--- src/sv/mbs_pkg.sv ---
// Shared constants, codes and handshake structs for the metronome beat scheduler.
package mbs_pkg;

  // Tempo limits and reset values
  localparam logic [7:0]  TEMPO_MIN     = 8'd40;
  localparam logic [7:0]  TEMPO_MAX     = 8'd240;
  localparam logic [7:0]  TEMPO_RESET   = 8'd120;
  localparam logic [31:0] MS_PER_MINUTE = 32'd60000;
  localparam logic [15:0] FLASH_RESET   = 16'd140;
  localparam logic [15:0] REPAINT_RESET = 16'd33;

  // Divider widths: 32-bit dividend, divisor up to the longest period
  localparam int DIV_W = 32;
  localparam int PER_W = 11;
  localparam int CNT_W = $clog2(DIV_W);

  // Event kinds
  localparam logic [2:0] KIND_TICK    = 3'd0;
  localparam logic [2:0] KIND_TOGGLE  = 3'd1;
  localparam logic [2:0] KIND_TEMPO   = 3'd2;
  localparam logic [2:0] KIND_LEAVE   = 3'd3;
  localparam logic [2:0] KIND_REPAINT = 3'd4;

  // Configuration register indexes
  localparam logic CFG_FLASH   = 1'b0;
  localparam logic CFG_REPAINT = 1'b1;

  // Divider request and response
  typedef struct packed {
    logic             start;
    logic [DIV_W-1:0] dividend;
    logic [PER_W-1:0] divisor;
  } div_req_t;

  typedef struct packed {
    logic             done;
    logic [DIV_W-1:0] quotient;
    logic [PER_W-1:0] remainder;
  } div_rsp_t;

endpackage

--- src/sv/metronome_beat_scheduler.sv ---
// Metronome beat scheduler: event sequencer, tempo/beat state and result register.
//
// Usage: events enter on the in_ channel (valid/ready) with a kind, a 32-bit
// millisecond timestamp and a signed tempo delta. Each event gives exactly one
// result on the out_ channel (valid/ready): beat, wants_repaint, running and
// tempo_bpm, all taken after the event is applied.
// Two configuration registers (flash length, repaint interval): the user writes
// them via cfg_we/cfg_index/cfg_wdata only while the block is idle (unenforced).
// Sequencing: toggle, leave, repaint done, unused kinds and ticks without a
// catch-up go from the idle state straight to the emit state, which loads the
// result register. A tempo adjust while running first runs one period division;
// a tick that catches up runs a period division, then a remainder division.
// Both run on one shared 1-bit-per-cycle divider of 32 steps. One event is
// in flight at a time; in_ready is high only while the sequencer is idle.
// Reset (rst_n low, synchronous) sets tempo 120, stopped, next-beat, flash-end
// and last-repaint times 0, the registers to 140 and 33 ms. A stalled receiver
// holds the result in the output register; the sequencer waits until it is taken.
module metronome_beat_scheduler
  import mbs_pkg::*;
(
  input  logic              clk,
  input  logic              rst_n,
  input  logic              in_valid,
  output logic              in_ready,
  input  logic [2:0]        in_kind,
  input  logic [31:0]       in_now_ms,
  input  logic signed [8:0] in_tempo_delta,
  output logic              out_valid,
  input  logic              out_ready,
  output logic              out_beat,
  output logic              out_wants_repaint,
  output logic              out_running,
  output logic [7:0]        out_tempo_bpm,
  input  logic              cfg_we,
  input  logic              cfg_index,
  input  logic [15:0]       cfg_wdata
);

  localparam logic [2:0] ST_IDLE = 3'd0;
  localparam logic [2:0] ST_PER  = 3'd1;
  localparam logic [2:0] ST_REM  = 3'd2;
  localparam logic [2:0] ST_TMP  = 3'd3;
  localparam logic [2:0] ST_EMIT = 3'd4;

  logic [2:0]       state_r, state_nxt;
  logic [7:0]       tempo_r, tempo_nxt;
  logic             run_r, run_nxt;
  logic [31:0]      nbt_r, nbt_nxt;
  logic [31:0]      flash_r, flash_nxt;
  logic [31:0]      lrt_r, lrt_nxt;
  logic [15:0]      fd_r, ri_r;
  logic [31:0]      now_r, now_nxt;
  logic             beat_r, beat_nxt;
  logic [PER_W-1:0] per_r, per_nxt;
  logic             ov_r, ov_nxt;
  logic             ob_r, ob_nxt;
  logic             orp_r, orp_nxt;
  logic             orun_r, orun_nxt;
  logic [7:0]       otmp_r, otmp_nxt;
  logic signed [10:0] tsum;
  logic [7:0]       tclamp;
  logic [31:0]      fd_ext;
  logic             repaint;
  div_req_t         dreq;
  div_rsp_t         drsp;

  mbs_div u_div (
    .clk  (clk),
    .rst_n(rst_n),
    .req  (dreq),
    .rsp  (drsp)
  );

  assign in_ready = (state_r == ST_IDLE);
  assign fd_ext   = {16'b0, fd_r};

  // Clamp the adjusted tempo to its legal range
  always_comb begin
    tsum = $signed({3'b000, tempo_r}) + $signed({{2{in_tempo_delta[8]}}, in_tempo_delta});
    if (tsum < $signed({3'b000, TEMPO_MIN})) begin
      tclamp = TEMPO_MIN;
    end else if (tsum > $signed({3'b000, TEMPO_MAX})) begin
      tclamp = TEMPO_MAX;
    end else begin
      tclamp = tsum[7:0];
    end
  end

  // Repaint request on the state after the event
  always_comb begin
    if (!run_r) begin
      repaint = (now_r < flash_r);
    end else begin
      repaint = (now_r < flash_r) || (lrt_r == '0) ||
                ((now_r - lrt_r) >= {16'b0, ri_r});
    end
  end

  // Sequencer
  always_comb begin
    state_nxt = state_r;
    tempo_nxt = tempo_r;
    run_nxt   = run_r;
    nbt_nxt   = nbt_r;
    flash_nxt = flash_r;
    lrt_nxt   = lrt_r;
    now_nxt   = now_r;
    beat_nxt  = beat_r;
    per_nxt   = per_r;
    ov_nxt    = ov_r && !out_ready;
    ob_nxt    = ob_r;
    orp_nxt   = orp_r;
    orun_nxt  = orun_r;
    otmp_nxt  = otmp_r;
    dreq      = '0;
    unique case (state_r)
      ST_IDLE: begin
        if (in_valid) begin
          now_nxt   = in_now_ms;
          beat_nxt  = 1'b0;
          state_nxt = ST_EMIT;
          case (in_kind)
            KIND_TICK: begin
              if (run_r) begin
                if (nbt_r == '0) begin
                  nbt_nxt   = in_now_ms;
                  flash_nxt = in_now_ms + fd_ext;
                  beat_nxt  = 1'b1;
                end else if (in_now_ms >= nbt_r) begin
                  dreq.start    = 1'b1;
                  dreq.dividend = MS_PER_MINUTE;
                  dreq.divisor  = {3'b000, tempo_r};
                  state_nxt     = ST_PER;
                end
              end
            end
            KIND_TOGGLE: begin
              run_nxt = !run_r;
              if (!run_r) begin
                nbt_nxt   = in_now_ms;
                flash_nxt = in_now_ms + fd_ext;
              end else begin
                nbt_nxt = '0;
              end
            end
            KIND_TEMPO: begin
              tempo_nxt = tclamp;
              if (run_r) begin
                dreq.start    = 1'b1;
                dreq.dividend = MS_PER_MINUTE;
                dreq.divisor  = {3'b000, tclamp};
                state_nxt     = ST_TMP;
              end
            end
            KIND_LEAVE:   run_nxt = 1'b0;
            KIND_REPAINT: lrt_nxt = in_now_ms;
            default: ;
          endcase
        end
      end
      ST_PER: begin
        // Period known: divide the lateness by it
        if (drsp.done) begin
          per_nxt       = drsp.quotient[PER_W-1:0];
          dreq.start    = 1'b1;
          dreq.dividend = now_r - nbt_r;
          dreq.divisor  = drsp.quotient[PER_W-1:0];
          state_nxt     = ST_REM;
        end
      end
      ST_REM: begin
        // Advance past now: now - (late mod period) + period
        if (drsp.done) begin
          nbt_nxt   = now_r - {21'b0, drsp.remainder} + {21'b0, per_r};
          flash_nxt = now_r + fd_ext;
          beat_nxt  = 1'b1;
          state_nxt = ST_EMIT;
        end
      end
      ST_TMP: begin
        if (drsp.done) begin
          nbt_nxt   = now_r + {21'b0, drsp.quotient[PER_W-1:0]};
          state_nxt = ST_EMIT;
        end
      end
      ST_EMIT: begin
        // Load the result register once it is free
        if (!ov_r || out_ready) begin
          ov_nxt    = 1'b1;
          ob_nxt    = beat_r;
          orp_nxt   = repaint;
          orun_nxt  = run_r;
          otmp_nxt  = tempo_r;
          state_nxt = ST_IDLE;
        end
      end
      default: state_nxt = ST_IDLE;
    endcase
  end

  always_ff @(posedge clk) begin
    if (!rst_n) begin
      state_r <= ST_IDLE;
      tempo_r <= TEMPO_RESET;
      run_r   <= 1'b0;
      nbt_r   <= '0;
      flash_r <= '0;
      lrt_r   <= '0;
      ov_r    <= 1'b0;
      fd_r    <= FLASH_RESET;
      ri_r    <= REPAINT_RESET;
    end else begin
      state_r <= state_nxt;
      tempo_r <= tempo_nxt;
      run_r   <= run_nxt;
      nbt_r   <= nbt_nxt;
      flash_r <= flash_nxt;
      lrt_r   <= lrt_nxt;
      ov_r    <= ov_nxt;
      if (cfg_we) begin
        unique case (cfg_index)
          CFG_FLASH:   fd_r <= cfg_wdata;
          CFG_REPAINT: ri_r <= cfg_wdata;
        endcase
      end
    end
    now_r  <= now_nxt;
    beat_r <= beat_nxt;
    per_r  <= per_nxt;
    ob_r   <= ob_nxt;
    orp_r  <= orp_nxt;
    orun_r <= orun_nxt;
    otmp_r <= otmp_nxt;
  end

  assign out_valid         = ov_r;
  assign out_beat          = ob_r;
  assign out_wants_repaint = orp_r;
  assign out_running       = orun_r;
  assign out_tempo_bpm     = otmp_r;

endmodule

--- src/sv/mbs_div.sv ---
// Shared radix-2 restoring divider, one quotient bit per cycle.
module mbs_div
  import mbs_pkg::*;
(
  input  logic     clk,
  input  logic     rst_n,
  input  div_req_t req,
  output div_rsp_t rsp
);

  logic             busy_r, busy_nxt;
  logic             done_r, done_nxt;
  logic [CNT_W-1:0] cnt_r, cnt_nxt;
  logic [DIV_W-1:0] quo_r, quo_nxt;
  logic [PER_W-1:0] rem_r, rem_nxt;
  logic [PER_W-1:0] dsr_r, dsr_nxt;
  logic [PER_W:0]   shifted;
  logic [PER_W:0]   diff;
  logic             fits;

  // One restoring step: shift in the next dividend bit, subtract if it fits
  always_comb begin
    shifted  = {rem_r, quo_r[DIV_W-1]};
    diff     = shifted - {1'b0, dsr_r};
    fits     = (shifted >= {1'b0, dsr_r});
    busy_nxt = busy_r;
    done_nxt = 1'b0;
    cnt_nxt  = cnt_r;
    quo_nxt  = quo_r;
    rem_nxt  = rem_r;
    dsr_nxt  = dsr_r;
    if (req.start) begin
      busy_nxt = 1'b1;
      cnt_nxt  = '0;
      quo_nxt  = req.dividend;
      rem_nxt  = '0;
      dsr_nxt  = req.divisor;
    end else if (busy_r) begin
      quo_nxt = {quo_r[DIV_W-2:0], fits};
      rem_nxt = fits ? diff[PER_W-1:0] : shifted[PER_W-1:0];
      cnt_nxt = cnt_r + 1'b1;
      if (cnt_r == CNT_W'(DIV_W - 1)) begin
        busy_nxt = 1'b0;
        done_nxt = 1'b1;
      end
    end
  end

  always_ff @(posedge clk) begin
    if (!rst_n) begin
      busy_r <= 1'b0;
      done_r <= 1'b0;
      cnt_r  <= '0;
    end else begin
      busy_r <= busy_nxt;
      done_r <= done_nxt;
      cnt_r  <= cnt_nxt;
    end
    quo_r <= quo_nxt;
    rem_r <= rem_nxt;
    dsr_r <= dsr_nxt;
  end

  assign rsp.done      = done_r;
  assign rsp.quotient  = quo_r;
  assign rsp.remainder = rem_r;

endmodule
--- config.mk ---
export PLATFORM = sky130hd
export DESIGN_NAME = metronome_beat_scheduler
export DESIGN_NICKNAME = d
export VERILOG_FILES = /design/src/sv/mbs_pkg.sv /design/src/sv/metronome_beat_scheduler.sv /design/src/sv/mbs_div.sv
export SDC_FILE = /design/constraint.sdc
export NUM_CORES = 1
export LEC_CHECK = 0
export BUFFER_PORTS_ARGS = -buffer_cell sky130_fd_sc_hd__clkbuf_2
export CORE_MARGIN = 2
export CORE_UTILIZATION = 46
export CTS_BUF_LIST = sky130_fd_sc_hd__clkbuf_4 sky130_fd_sc_hd__clkbuf_8 sky130_fd_sc_hd__clkbuf_16
export DETAILED_ROUTE_END_ITERATION = 6
export PLACE_DENSITY_LB_ADDON = 0.12
export SLEW_MARGIN = 20
export SYNTH_ARGS = -nofsm -noshare
export SYNTH_HDL_FRONTEND = slang
export SYNTH_SLANG_ARGS = --single-unit
--- constraint.sdc ---
create_clock -name clk -period 4.6 [get_ports clk]
set_clock_uncertainty 0.15 [all_clocks]
set_input_delay 0 -clock clk [delete_from_list [all_inputs] [get_ports clk]]
set_output_delay 0 -clock clk [all_outputs]
set_load 0.02 [all_outputs]
Word level (Yosys, flattened, before mapping)
Index checks and enable logic that the tools add are counted.
{"block": "totals", "regBits": 257, "inputBits": 66, "output_inout_bits": 13, "wordCells": 142}
{"block": "op_classes", "addsub": 10, "n_lt_le_gt_ge": 6, "n_eq_ne": 19, "n_mux": 52, "bitwise_logic": 3, "n_reduce_logical": 30}
{"op": "two-way mux 32 bit", "n": 13}
{"op": "two-way mux 44 bit", "n": 6}
{"op": "case mux 32 bit (2 select lines)", "n": 3}
{"op": "case mux 44 bit (2 select lines)", "n": 2}
{"op": "case mux 32 bit (3 select lines)", "n": 1}
{"op": "adder 32 x 11 -> 32 bit", "n": 2}
{"op": "adder 32 x 16 -> 32 bit", "n": 2}
{"op": "logical NOT 32 bit", "n": 2}
{"op": "subtractor 32 bit", "n": 2}
{"op": ">= comparator 32 x 16 -> 1 bit", "n": 1}
{"op": ">= comparator 32 bit", "n": 1}
{"op": "less-than comparator 32 bit", "n": 1}
{"op": "subtractor 32 x 11 -> 32 bit", "n": 1}
{"op": "two-way mux 3 bit", "n": 8}
{"op": "two-way mux 8 bit", "n": 2}
{"op": "AND reduction 7 bit", "n": 2}
{"op": "== test 3 x 2 -> 1 bit (second input constant)", "n": 4}
{"op": ">= comparator 12 x 11 -> 1 bit", "n": 1}
{"op": "two-way mux 1 bit", "n": 12}
{"op": "case mux 3 bit (4 select lines)", "n": 1}
{"op": "AND reduction 3 bit", "n": 4}
{"op": "two-way mux 11 bit", "n": 1}
{"op": "subtractor 11 bit", "n": 1}
{"op": "adder 9 x 9 -> 10 bit", "n": 1}
{"op": "other kinds (23)", "n": 46}

Logic depth before layout (Yosys ltp)
Gate-level depths: netlist of run 1.
{"block": "logic_depth", "depth_word": 9, "ltp_mapped": 21, "depth_no_buf": 21}

Cells and area by module
Synthesis of run 1 repeated with hierarchy kept, for this count alone.
{"block": "unflattened", "hier_cells": 2522, "hier_area_um2": 20940.1}
{"mod": "metronome_beat_scheduler", "n_inst": 1, "cells_each": 2275, "area_each_um2": 17870.9, "seq_area_each_um2": 4474.3}
{"mod": "mbs_div", "n_inst": 1, "cells_each": 247, "area_each_um2": 3069.2, "seq_area_each_um2": 1651.6}

Worst setup path before layout of run 1
No wires, ideal clock.
{"block": "synth_path", "kind": "flip-flop to flip-flop", "start": "reg now_r[0]", "end": "reg orp_r, in the netlist out_wants_repaint, data pin", "setup_time_ns": 0.267, "arrival_ns": 4.349, "required_time_ns": 4.183, "slack_ns": -0.166, "stages_incl_launch_ff": 22, "path_buffers": 0, "synth_period_minus_slack_ns": 4.766, "path_cell_list": "edfxtp_1 -> inv_1 -> ha_1 -> inv_1 -> fa_1 -> a211oi_1 -> o21ai_1 -> o311ai_1 -> nor2b_1 -> o21ai_0 -> xnor2_1 -> ha_1 -> a21oi_1 -> nand2_1 -> a211o_1 -> a211o_1 -> nor4_2 -> o311ai_1 -> a2111oi_2 -> nand4_1 -> nor4_1 -> a31oi_1"}
{"block": "synth_between", "elab_chain_cells": 4, "elab_cells_between_ends": 6, "classes_between": "add/sub: 1; order compare: 2; mux: 1; reduce/logical: 2"}
{"element": "start: declaration", "line_no": "metronome_beat_scheduler.sv:52", "rtl": "logic [31:0] now_r, now_nxt;"}
{"element": "start signal: assignment", "line_no": "metronome_beat_scheduler.sv:227", "rtl": "now_r <= now_nxt;"}
{"element": "subtractor 32 bit / less-than comparator 32 bit (equally long branches)", "line_no": "metronome_beat_scheduler.sv:95, metronome_beat_scheduler.sv:92, metronome_beat_scheduler.sv:94"}
{"element": ">= comparator 32 x 16 -> 1 bit / logical OR 1 bit (equally long branches)", "line_no": "metronome_beat_scheduler.sv:95, metronome_beat_scheduler.sv:94"}
{"element": "logical OR 1 bit", "line_no": "metronome_beat_scheduler.sv:94", "rtl": "repaint = (now_r < flash_r) || (lrt_r == '0) ||"}
{"element": "two-way mux 1 bit (*)", "line_no": "metronome_beat_scheduler.sv:91", "rtl": "if (!run_r) begin"}
{"element": "net repaint", "line_no": "metronome_beat_scheduler.sv:63", "rtl": "logic repaint;"}
{"element": "end signal: assignment", "line_no": "metronome_beat_scheduler.sv:231", "rtl": "orp_r <= orp_nxt;"}
{"element": "end: declaration", "line_no": "metronome_beat_scheduler.sv:57", "rtl": "logic orp_r, orp_nxt;"}
Mark *: on every way through the listed nets, which the timed path passes. The rest lies on a longest branch.
A chain may end at the register's enable or synchronous reset.

Worst setup path after layout of run 1
Ends and elaborated chain as after synthesis.

==> results of run 1 <==
## cells in the final DEF, fill, tap and decap left out, drive strengths merged, types with 23 or more instances in the layout
| master | synthesis | final |
|---|---|---|
| nand3 | 49 | 49 |
| nand2b | 24 | 24 |
| buf | 20 | 76 |
| a21boi | 86 | 86 |
| nand4 | 47 | 47 |
| inv | 247 | 248 |
| a21oi | 171 | 171 |
| dlygate4sd3 | 0 | 69 |
| mux2i | 28 | 28 |
| o211ai | 32 | 32 |
| and2 | 28 | 28 |
| nor3 | 28 | 28 |
| dfxtp | 159 | 159 |
| and3 | 29 | 29 |
| o21bai | 23 | 23 |
| xor2 | 33 | 33 |
| ha | 240 | 240 |
| xnor2 | 101 | 101 |
| nand2 | 330 | 330 |
| nor2 | 107 | 107 |
| clkbuf | 77 | 125 |
| edfxtp | 98 | 98 |
| a21o | 86 | 86 |
| o21ai | 146 | 146 |
## Yosys cell counts (all sizes together), types with 47 or more instances
| cell | instances | share of area [%] |
|---|---|---|
| dfxtp | 159 | 16 |
| inv | 247 | 4.5 |
| a21oi | 171 | 4.2 |
| a21o | 86 | 3.2 |
| nand4 | 47 | 1.5 |
| a21boi | 86 | 3.2 |
| nand3 | 49 | 1.2 |
| xnor2 | 101 | 4.3 |
| nor2 | 107 | 2.1 |
| nand2 | 330 | 6.1 |
| o21ai | 146 | 3.6 |
| edfxtp | 98 | 14 |
| clkbuf | 77 | 1.4 |
| ha | 240 | 15 |
## timing repair
item                                   in CTS  in global routing
pin swaps                                  16                 12
hold buffers                               69                  0
resized for setup                           6                  8
setup buffers                               3                  2
setup endpoints to repair                   1                  3
endpoints found under the hold margin     163                  0
## metal layers
layer  vias up  share of wire (%)  track usage, %
met5         -              0.011               0
li1       9137                  -               -
met4         2                3.7            10.8
met2       487                 48            48.7
met1      8954                 44            36.1
met3       115                4.9            3.72
## power breakdown
part	internal [mW]	total [mW]	switching [mW]	leakage [nW]
sequential	2.46	2.58	0.115	2.18
clock	1.56	2.65	1.08	0.551
combinational	0.884	2.11	1.23	7.24
## cell families after synthesis
group / Yosys count / share of synthesized area [%]
flip-flops: 257 / 29.9
XOR/XNOR: 134 / 5.73
AND/OR/NAND/NOR: 722 / 16.8
AO/OA/AOI/OAI: 723 / 23.4
buffers and inverters: 344 / 6.42
adder cells (fa/ha/maj): 257 / 16.3
multiplexers: 30 / 1.48
## per-stage QoR
| step | utilization, % | cells |
|---|---|---|
| 2_1_floorplan | - | 2467 |
| 3_3_place_gp | 49.4 | 3110 |
| 3_5_place_dp | 49.4 | 3110 |
| 4_1_cts | 53.5 | 3243 |
| 5_1_grt | 53.7 | 3245 |
| 6_report | 53.7 | 3245 |
## final cells by class
type                            count  area (sq um)  area share (%)
Clock buffer                       48           992            4.19
Multi-Input combinational cell   1866         13200            55.5
Sequential cell                   257          6130            25.9
Timing Repair Buffer              222          1660            7.00
Inverter                          247           927            3.91
Clock inverter                     13          92.6           0.391
Tap cell                          592           741            3.13
## critical path: cells and delay by family (launching register included)
kind	cells	cell delay [ns]
compound gates	10	1.85
xor+xnor	1	0.14
fa+ha+maj	3	0.79
buf+inv	3	0.29
flops	1	0.40
simple gates	5	0.74
## final timing paths
kind / endpoint / from / cells past startpoint / slack, ns
worst min register to register: flash_r[26] / flash_r[26] / 2 / 0.30
worst min-delay path: ri_r[0] / cfg_wdata[0] / 4 / 0.08
worst max-delay path: out_wants_repaint / now_r[0] / 22 / -0.05
worst max register to register: out_wants_repaint / now_r[0] / 22 / -0.05
## registers in the layout (all words and copies together) (netlist names), 11 cells and up
| name | flops |
|---|---|
| flash_r | 32 |
| lrt_r | 32 |
| nbt_r | 32 |
| now_r | 32 |
| u_div.quo_r | 32 |
| fd_r | 16 |
| ri_r | 16 |
| per_r | 11 |
| u_div.dsr_r | 11 |
| u_div.rem_r | 11 |
==> out/results.tsv, run 1 <==
metric	value	unit
CP required	4.74	ns
# setup viols final	1	
Total Nets Final	2951	
pin count of the biggest net entering global routing	79	
Highest Clock Rate	0.215	GHz
slew at the pin closest to its max-slew limit	1.11	ns
Post-synth EDFFs	98	
worst vdd ir	180	uV
Yosys warnings	0	
# rows	77	
setup ws final	-0.0455	ns
DP HPWL	50000	um
Synth Register Bits	257	
most common flop cell mapped by yosys	dfxtp_1	
first-pass GRT wire length	103000	um
critical path peak fanout	3	
slowest stage delay, CP	0.40	ns
Initial Util	46.4	%
Final Critical Period	4.65	ns
chip height	215	um
Slew headroom	25.8	%
period utilization	101	%
post-route ant nets	0	
clock buffer depth	3	
Pwr Density	310	nW/um^2
root buf cell	clkbuf_16	
vias	18700	
cell area after synthesis	20500	sq um
area grow syn2layout	15.6	%
1st-iter DRT viols	1354	
Num CTS Buffers	34	
gr usage total	28.3	%
number of distinct library cells after synthesis	88	
H-tree Lvls	2	
Pleak	9.97	nW
layout cell share with drive strength beyond 1	9.65	%
max cap viols	0	
Pins Over Slew Limit	0	
IO Count	79	
First-pass DRT Iterations	5	
PortBufs	78	
total grt overflow	0	
Total Power	7.34	mW
gpl congestion	0.933	
Via density	5.76	
# fillers	4262	
Crit Path Class	register to register	
Routed WL	65900	um
Design Area, Final	23700	sq um
CP startpoint kind	register	
worst hold margin	0.0769	ns
Critical Path Sink Type	register	
kind of path behind the tightest hold check	input pin to register	
failing checks	negative setup slack	
Die Area	46200	sq um
syn_nets	2790	
worst-path cell chain	inv_2 -> ha_4 -> inv_2 -> fa_2 -> a211oi_2 -> o21ai_2 -> o311ai_2 -> buf_4 -> nor2b_4 -> o21ai_2 -> xnor2_1 -> ha_1 -> a21oi_2 -> nand2_1 -> a211o_1 -> a211o_1 -> nor4_2 -> o311ai_2 -> a2111oi_2 -> nand4_1 -> nor4_2 -> a31oi_1	
status	finished, violations left	
TritonCTS clock tree	done	
initial antenna violation count	1	
WL per Instance	20.3	um
ANT cells	0	
core area	44100	sq um
critical path arrival	4.79	ns
Async SR Flop Fraction	0	%
Critical Path Slowest Stage Cell	edfxtp_1	
Final Hold Vio Count	0	
Syn Inst Count	2467	
clk_lat worst skew	0.56	ns
RSZ-0062 raised after global routing	yes	
Seq/Total Area, Yosys	29.9	%
Post-Syn Area per Cell	8.30	sq um
vias in the first global route	18200	
drc violations	0	
Clock Pin Slew Worst Setup and Hold Paths	0.06	ns
die width	215	um
TNS Setup	-0.0455	ns
clock sink count	257	
DP Area	21800	sq um
dpl ws	-0.329	ns
Note: power is estimated with default switching activity, not from simulation.
==> run 2: changes to the inputs <==
--- a/config.mk
+++ b/config.mk
@@ -5,6 +5,7 @@
 export SDC_FILE = /design/constraint.sdc
 export NUM_CORES = 1
 export LEC_CHECK = 0
+export ABC_AREA = 1
 export BUFFER_PORTS_ARGS = -buffer_cell sky130_fd_sc_hd__clkbuf_2
 export CORE_MARGIN = 2
 export CORE_UTILIZATION = 46
==> run 2 against run 1 <==
Net effect:
- the flow finishes with violations (design-rule violations)
- critical path type unchanged
- area after synthesis up 6.2%
- non-clock buffer count decreased by 36
- sequential power is 12% higher
- via count grew 17%
- flip-flop and latch count is the same
==> out/results.tsv, run 2 <==
metric	value	unit
post-route ant nets	0	
TritonCTS clock tree	done	
Initial Util	46.6	%
Total Nets Final	3683	
Seq/Total Area, Yosys	28.2	%
die width	221	um
Critical Path Sink Type	register	
initial antenna violation count	0	
DP HPWL	58900	um
gr usage total	29.4	%
Slew headroom	26.1	%
Highest Clock Rate	0.255	GHz
Syn Inst Count	3209	
Final Critical Period	3.93	ns
r2r setup slk	0.67	ns
root buf cell	clkbuf_16	
# setup viols final	0	
period utilization	85.4	%
area grow syn2layout	13.9	%
layout cell share with drive strength beyond 1	6.02	%
Via density	5.50	
commonest cells after routing, fill and taps aside	684 x nand2_1, 503 x inv_1, 377 x a21oi_1, 289 x nor2_1, 270 x o21ai_0	
# rows	79	
First-pass DRT Iterations	7	
# fillers	4717	
Worst Hold Depth	2	
cell area after synthesis	21700	sq um
Logic pwr share	47.0	%
most common cell after layout, fill and taps aside	nand2_1	
max cap viols	0	
post-synth top area share	14.6	%
CP required	4.76	ns
Clock Pin Slew Worst Setup and Hold Paths	0.06	ns
TNS Setup	0	ns
clock sink count	257	
Post-Syn Area per Cell	6.78	sq um
Pins Over Slew Limit	0	
part of the power in registers	27.1	%
CP startpoint kind	register	
sw power	4.64	mW
most common flop cell mapped by yosys	dfxtp_1	
clk_lat worst skew	0.57	ns
core area	46700	sq um
routing usage on met1	40.5	%
hold endpoint	now_r[0]	
met3 usage	4.18	%
first-pass GRT wire length	114000	um
Synth Register Bits	257	
min-delay src	in_now_ms[0]	
number of distinct library cells after synthesis	52	
Total Power	10.6	mW
kind of path behind the tightest hold check	input pin to register	
gpl congestion	0.935	
RSZ-0062 raised after global routing	no	
count leader, synth	nand2_1	
Post-synth EDFFs	98	
top post-synthesis cells by area	dfxtp_1 15%, ha_1 14%, edfxtp_1 14%, nand2_1 12%, inv_1 8.7%	
critical path peak fanout	5	
depth of the worst register-to-register path	20	
Async SR Flop Fraction	0	%
met2 Use GR	47.1	%
vias	22000	
Switching Fraction	43.7	%
status	finished, violations left	
Clock power frac	25.9	%
total grt overflow	0	
slew at the pin closest to its max-slew limit	1.10	ns
pin count of the biggest net entering global routing	66	
Yosys warnings	0	
Pwr Density	429	nW/um^2
Post-CTS Setup Bufs	0	
vias in the first global route	20900	
ANT cells	0	
internal power	5.98	mW
reg2reg end	out_wants_repaint	
PortBufs	78	
Num CTS Buffers	34	
chip height	221	um
register area	6130	sq um
WL per Instance	18.4	um
Multi-input gate area	13400	sq um
Crit Path Class	register to register	
syn_nets	3532	
global route hottest layer	met2	
critical path arrival	4.09	ns
FF-to-FF Start	now_r[0]	
Pleak	11.6	nW
IO Count	79	
Synth area leader	dfxtp_1	
Die Area	49000	sq um
worst vdd ir	345	uV
top post-synthesis cells by count	684 x nand2_1, 504 x inv_1, 377 x a21oi_1, 290 x nor2_1, 270 x o21ai_0	
Routed WL	73400	um
clock buffer depth	3	
failing checks	design-rule violations	
H-tree Lvls	2	
1st-iter DRT viols	1912	
Final Hold Vio Count	0	
drc violations	7	
==> run 2: final cells by class <==
type,instances,area share [%]
well taps,607,3.07
clock inverters,12,0.550
inverters,512,7.76
repair buffers,186,5.73
multi-input cells,2369,54.1
flip-flops and latches,257,24.7
clock buffers,50,4.09
==> run 2: what timing repair did <==
action,in CTS,in global routing
hold buffers,81,0
gates resized for setup,0,0
hold endpoints to repair,179,0
==> run 2: worst max-delay path, stage by stage, from the launching register on <==
cell and delay, ns:
edfxtp_1 0.46, inv_1 0.23, ha_1 0.19, inv_1 0.09, fa_1 0.46, nand3_1 0.10
nand3_1 0.21, nand2_1 0.12, nand2_1 0.12, xor2_1 0.17, ha_1 0.18, a21oi_1 0.13
nor3_1 0.06, a211oi_1 0.16, nand2_1 0.12, nand2_1 0.14, nand2_1 0.08, nor2_1 0.18
nand2_1 0.18, nand2_1 0.09, nand2_1 0.05
==> run 2: how the worst max path moves through the flow <==
stage,startpoint,slack (ns),endpoint,cells past startpoint
CTS,now_r[0],0.65,out_wants_repaint,20
finish,now_r[0],0.67,out_wants_repaint,20
global route,now_r[0],0.45,out_wants_repaint,20
floorplan,state_r[2],1.15,flash_r[26],22
global placement,now_r[0],0.70,out_wants_repaint,20
detailed placement,now_r[0],0.69,out_wants_repaint,20
==> run 2: power groups by stage <==
stage	clock network [mW]	logic [mW]	registers, mW
global route	2.88	5.62	2.91
floorplan	0	3.47	2.87
finish	2.75	5.00	2.88
detailed placement	0	4.87	2.92
global placement	0	4.81	2.91
CTS	2.80	4.95	2.87
==> run 2: routing by layer <==
metal / wire, um / share of wire [%]
met5: 0 / 0
met4: 2420 / 3.3
met3: 4640 / 6.3
met2: 32400 / 44
met1: 34000 / 46
==> run 2: kinds of logic (layout without fill, tap and decap cells) <==
family	Yosys count	in the layout	share of synthesized area [%]
AOI/OAI and AO/OA	772	772	19.2
adders and majority gates	257	257	15.4
xor gates and xnor gates	65	65	2.62
DFF	257	257	28.2
buffers and inverters	583	760	10.3
and+or+nand+nor	1275	1275	24.4
==> run 2: through the flow <==
step | setup slack [ns] | instance area (sq um) | instances | utilization [%] | hold WS (ns)
2_1_floorplan | 1.15 | 21700 | 3209 | - | -0.0511
3_3_place_gp | 0.696 | 22800 | 3850 | 48.9 | 0.0792
5_1_grt | 0.446 | 24800 | 3993 | 53.1 | 0.0446
3_5_place_dp | 0.685 | 22800 | 3850 | 48.9 | 0.0907
4_1_cts | 0.650 | 24800 | 3993 | 53.1 | 0.0272
6_report | 0.674 | 24800 | 3993 | 53.1 | 0.0571
